File: src/hw/rtl/ppp_pkg.sv
// Types, constants and widths shared by the projection pipeline.
package ppp_pkg;

    localparam int COORD_W = 32;
    localparam int SUM_W   = 68;
    localparam int MAG_W   = 67;
    localparam int QUO_W   = 33;
    localparam int NUM_REGS = 6;
    localparam int IDX_W   = 3;

    localparam logic [1:0] ST_OK   = 2'd0;
    localparam logic [1:0] ST_ZERO = 2'd1;
    localparam logic [1:0] ST_SAT  = 2'd2;

    typedef struct packed {
        logic signed [COORD_W-1:0] point_x;
        logic signed [COORD_W-1:0] point_y;
        logic signed [COORD_W-1:0] point_z;
    } point_t;

    typedef struct packed {
        logic signed [COORD_W-1:0] pixel_u;
        logic signed [COORD_W-1:0] pixel_v;
        logic [1:0]                status;
    } pixel_t;

    typedef struct packed {
        logic             valid;
        logic             zero;
        logic             neg_u;
        logic             neg_v;
        logic [MAG_W-1:0] num_u;
        logic [MAG_W-1:0] num_v;
        logic [MAG_W-1:0] den;
        logic [MAG_W-1:0] rem_u;
        logic [MAG_W-1:0] rem_v;
        logic [QUO_W-1:0] quo_u;
        logic [QUO_W-1:0] quo_v;
        logic             big_u;
        logic             big_v;
    } div_lane_t;

endpackage

File: src/hw/rtl/ppp_div_cell.sv
// One restoring-division cell: retires one quotient bit for both coordinates.
module ppp_div_cell #(
    parameter int BIT = 0
) (
    input  logic               clk,
    input  logic               rst_n,
    input  logic               advance,
    input  ppp_pkg::div_lane_t lane_in,
    output ppp_pkg::div_lane_t lane_out
);
    import ppp_pkg::*;

    div_lane_t lane_reg;
    div_lane_t lane_next;

    logic [MAG_W:0] tu;
    logic [MAG_W:0] tv;

    always_comb
    begin
        lane_next = lane_in;
        tu = {lane_in.rem_u, lane_in.num_u[BIT]};
        tv = {lane_in.rem_v, lane_in.num_v[BIT]};
        if (tu >= {1'b0, lane_in.den})
        begin
            tu = tu - {1'b0, lane_in.den};
            if (BIT >= QUO_W - 1)
                lane_next.big_u = 1'b1;
            else
                lane_next.quo_u[BIT % QUO_W] = 1'b1;
        end
        if (tv >= {1'b0, lane_in.den})
        begin
            tv = tv - {1'b0, lane_in.den};
            if (BIT >= QUO_W - 1)
                lane_next.big_v = 1'b1;
            else
                lane_next.quo_v[BIT % QUO_W] = 1'b1;
        end
        lane_next.rem_u = tu[MAG_W-1:0];
        lane_next.rem_v = tv[MAG_W-1:0];
    end

    always_ff @(posedge clk or negedge rst_n)
    begin
        if (!rst_n)
        begin
            lane_reg <= '0;
        end
        else if (advance)
        begin
            lane_reg <= lane_next;
        end
    end

    assign lane_out = lane_reg;
endmodule

File: config.mk
export PLATFORM = sky130hd
export DESIGN_NAME = ppp_div_cell
export DESIGN_NICKNAME = d
export VERILOG_FILES = /design/src/hw/rtl/ppp_pkg.sv /design/src/hw/rtl/ppp_div_cell.sv
export SDC_FILE = /design/constraint.sdc
export NUM_CORES = 1
export LEC_CHECK = 0
export BUFFER_PORTS_ARGS = -buffer_cell sky130_fd_sc_hd__buf_2
export CORE_AREA = 3 3 320 322
export CTS_CLUSTER_DIAMETER = 120
export DETAILED_ROUTE_END_ITERATION = 8
export DIE_AREA = 0 0 323 325
export GPL_TIMING_DRIVEN = 0
export SYNTH_ARGS = -nofsm -noshare
export SYNTH_HDL_FRONTEND = slang
export SYNTH_SLANG_ARGS = --single-unit
File: constraint.sdc
create_clock -name clk -period 2.5 [get_ports clk]
set_clock_uncertainty 0.1 [all_clocks]
set_input_delay 0 -clock clk [delete_from_list [all_inputs] [get_ports clk]]
set_output_delay 0 -clock clk [all_outputs]
set_load 0.005 [all_outputs]
==> impl_results.md <==
- Outcome: complete, but fails checks
- Failing checks: hold timing, setup timing
- Fraction of final layout cells sized beyond drive strength 1: 0.422
- DRT Pass-1 Iters: 5
- CTS sink count: 407
- CTS max path bufs: 3
- Post-synthesis cell area: 24400 um^2
- Reg-to-reg slack, setup: 1060 ps
- Critical path startpoint: lane_in[203]
- Post-synthesis cell type count: 69
- Starting Density: 0.244
- Clock Latency Late Sink: 620 ps
- Critical Path Source Type: input port
- Via count: 25811
- Port Buffers: 815
- Syn-to-layout area delta: 64.7%
- Critical path data required time: 2900 ps
- DR DRC count: 0
- Initial antenna violation count: 23
- HPWL after detailed placement: 96.5 mm
- Reg2reg path depth: 2
- Cell Pwr Density: 599 nW/um^2
- Final Hold Fails: 54
- Max-Cap Viols: 0
- WL/cell: 25.1 um
- Gr usage total: 0.232
- WHS: -471 ps
- Iteration-0 DRC Markers: 1760
- Syn_nets: 3053
- Flops & latches, synth: 407
- Core Area: 99900 um^2
- Ys flop type: dfrtp_1
- Slew HR: 0.0825
- Non-Filler Instances: 5244
- Min Tclk post-route: 3020 ps
- Setup TNS: -42310 ps
- H-Tree Depth: 2
- Worst slew pin tran: 1380 ps
- Sequential-to-total area share from yosys stat: 0.418
- Final WS setup: -517 ps
- Syn. warnings: 0
- Clock Pin Slew Worst Setup and Hold Paths: 60 ps
- CTS tree: built
- I/O pin count: 817
- Period utilization: 1.21
- Vias in the first global route: 25734
- Final core occ: 0.402
- First-pass GRT wire length: 180 mm
- Largest net degree at the start of global routing: 114
- Reg2reg end: lane_out[205]
- Die area: 105000 um^2
- Crit. End Element: register
- Leading area contributor after synthesis: dfrtp_1
- Number of enable flip-flop cells after synthesis: 0
- Mapped Cells: 2507
- Fill cells: 9715
- FP Rows: 116
- Routed WL: 131 mm
- Async set-reset flop share out of synthesis: 1.00
- Maximum vdd ir drop: 480 uV
- Worst Path Max Fanout: 5
- Clock Tree Root: clkbuf_16
- Die Y-Extent: 325 um
- CP Class: in -> reg
- Vias per cell: 4.92
- RSZ-0062 raised after global routing: yes
- RePlAce Congestion: 0.916
- Final nets: 4434
- Hold crit path type: in -> reg
- Critical Path AT: 3420 ps
- Final setup viols: 136
- Max Slew Vio Count: 0
- Top cell type's share of synthesized area: 0.418
- Antenna-violating nets left: 0
- GRT overflow: 0
- F_max: 332 MHz
- Reg-to-reg startpoint: lane_out[205]
- Worst setup path endpoint: lane_out[129]
- CTS Buf Count: 51
- Avg Cell Area, Syn: 9.72 um^2
- Placed Instances: 4623
- Synth area leaders: dfrtp_1 42%, mux2_2 13%, ha_1 6.9%
- Pleak: 18.1 nW
- Largest register FFs: 407
- Die Span X: 323 um
report_power, final:
group	total, W	internal [W]	switching, W
sequential	0.00795	0.00746	0.000492
clock	0.00762	0.00431	0.00331
combinational	0.00847	0.00393	0.00454
total	0.0240	0.0157	0.00834
synth_stat cells (all sizes together), types with 14 or more instances:
master	number
nor3	17
a21o	72
nand3	38
nor2	208
nand4	45
xnor2	71
mux2i	55
clkbuf	121
mux2	280
inv	112
ha	134
dfrtp	407
xor2	46
o21bai	26
nand2	222
o21ai	105
buf	26
and3	14
a21oi	250
a31oi	73
nand2b	15
worst min-delay path by stage:
stage	start	to	slack, ps	depth (start not counted)
after floorplan	rst_n	lane_out[0]	-400	0
after global placement	lane_in[315]	lane_out[315]	130	2
after detailed placement	rst_n	lane_out[231]	10	1
after CTS	lane_in[141]	lane_out[142]	-520	3
after global routing	lane_in[177]	lane_out[178]	-470	3
final	lane_in[141]	lane_out[142]	-470	3
placed cells by master (no fill, tap or decap), types with 54 or more instances in the layout:
cell type / synthesis / layout
xnor2_1: 71 / 71
a21o_1: 72 / 72
dfrtp_1: 407 / 407
dlygate4sd3_1: 0 / 432
buf_2: 19 / 806
clkbuf_16: 0 / 70
buf_4: 5 / 60
a21oi_1: 246 / 201
nor2_1: 208 / 189
o21ai_0: 82 / 67
a31oi_1: 72 / 54
mux2_2: 279 / 273
clkbuf_1: 121 / 82
inv_1: 112 / 94
nand2_1: 222 / 160
ha_1: 134 / 98
metrics by stage:
step	hold WS (ps)	cell area (um^2)	worst slack (ps)	total power, W
6_report	-471	40100	-517	0.0240
3_5_place_dp	11.2	30900	-2750	0.0145
3_3_place_gp	132	30800	-7610	0.0144
4_1_cts	-518	37800	-430	0.0232
5_1_grt	-471	40100	-528	0.0251
2_1_floorplan	-396	25100	-311	0.0114
final cells by class:
cell class                      count  area [um^2]  area share
Multi-Input combinational cell   1841        15300       0.381
Clock buffer                       73         1510      0.0376
Antenna cell                       19         47.5     0.00119
Buffer                            122          975      0.0243
Sequential cell                   407        10200       0.254
Inverter                          112          467      0.0116
Tap cell                         1298         1620      0.0405
Timing Repair Buffer             1353         9850       0.245
Clock inverter                     19          166     0.00415
layer usage:
layer  share of wire  GRT usage  vias up  wire length [um]
met3           0.076     0.0523      206             10000
li1                -          -    11740                 -
met2            0.49      0.402     1122             64200
met5         0.00035          0        -                46
met4           0.044     0.0851        8              5800
met1            0.39      0.279    12735             51300
critical path, cell delays in order:
cell and delay [ps]:
buf_8 80, clkinvlp_4 110, buf_6 150, buf_6 110, fa_2 380, a211oi_2 250
o21ai_2 90, or3b_4 270, a21oi_4 90, o31ai_4 240, buf_6 160, o2111a_2 290
nor2_2 50, o21a_4 270, buf_12 150, buf_6 110, mux2_4 330, mux2_4 260
logic make-up after synthesis:
kind of cell    count (synthesis)  share of synthesized area
compound gates                639                      0.164
flops                         407                      0.418
buf+inv                       259                     0.0423
xor+xnor                      117                     0.0421
simple gates                  614                      0.111
mux                           335                      0.152
fa+ha+maj                     136                     0.0705
timing repair:
action / 4_1_cts / 5_1_grt
resized for setup: 163 / 301
hold buffers: 385 / 47
endpoints found under the hold margin: 542 / 79
pin swaps: 48 / 123
buffers inserted: 42 / 46
setup endpoints to repair: 136 / 136
gates cloned: 9 / 15
(Power assumes the default switching activity.)
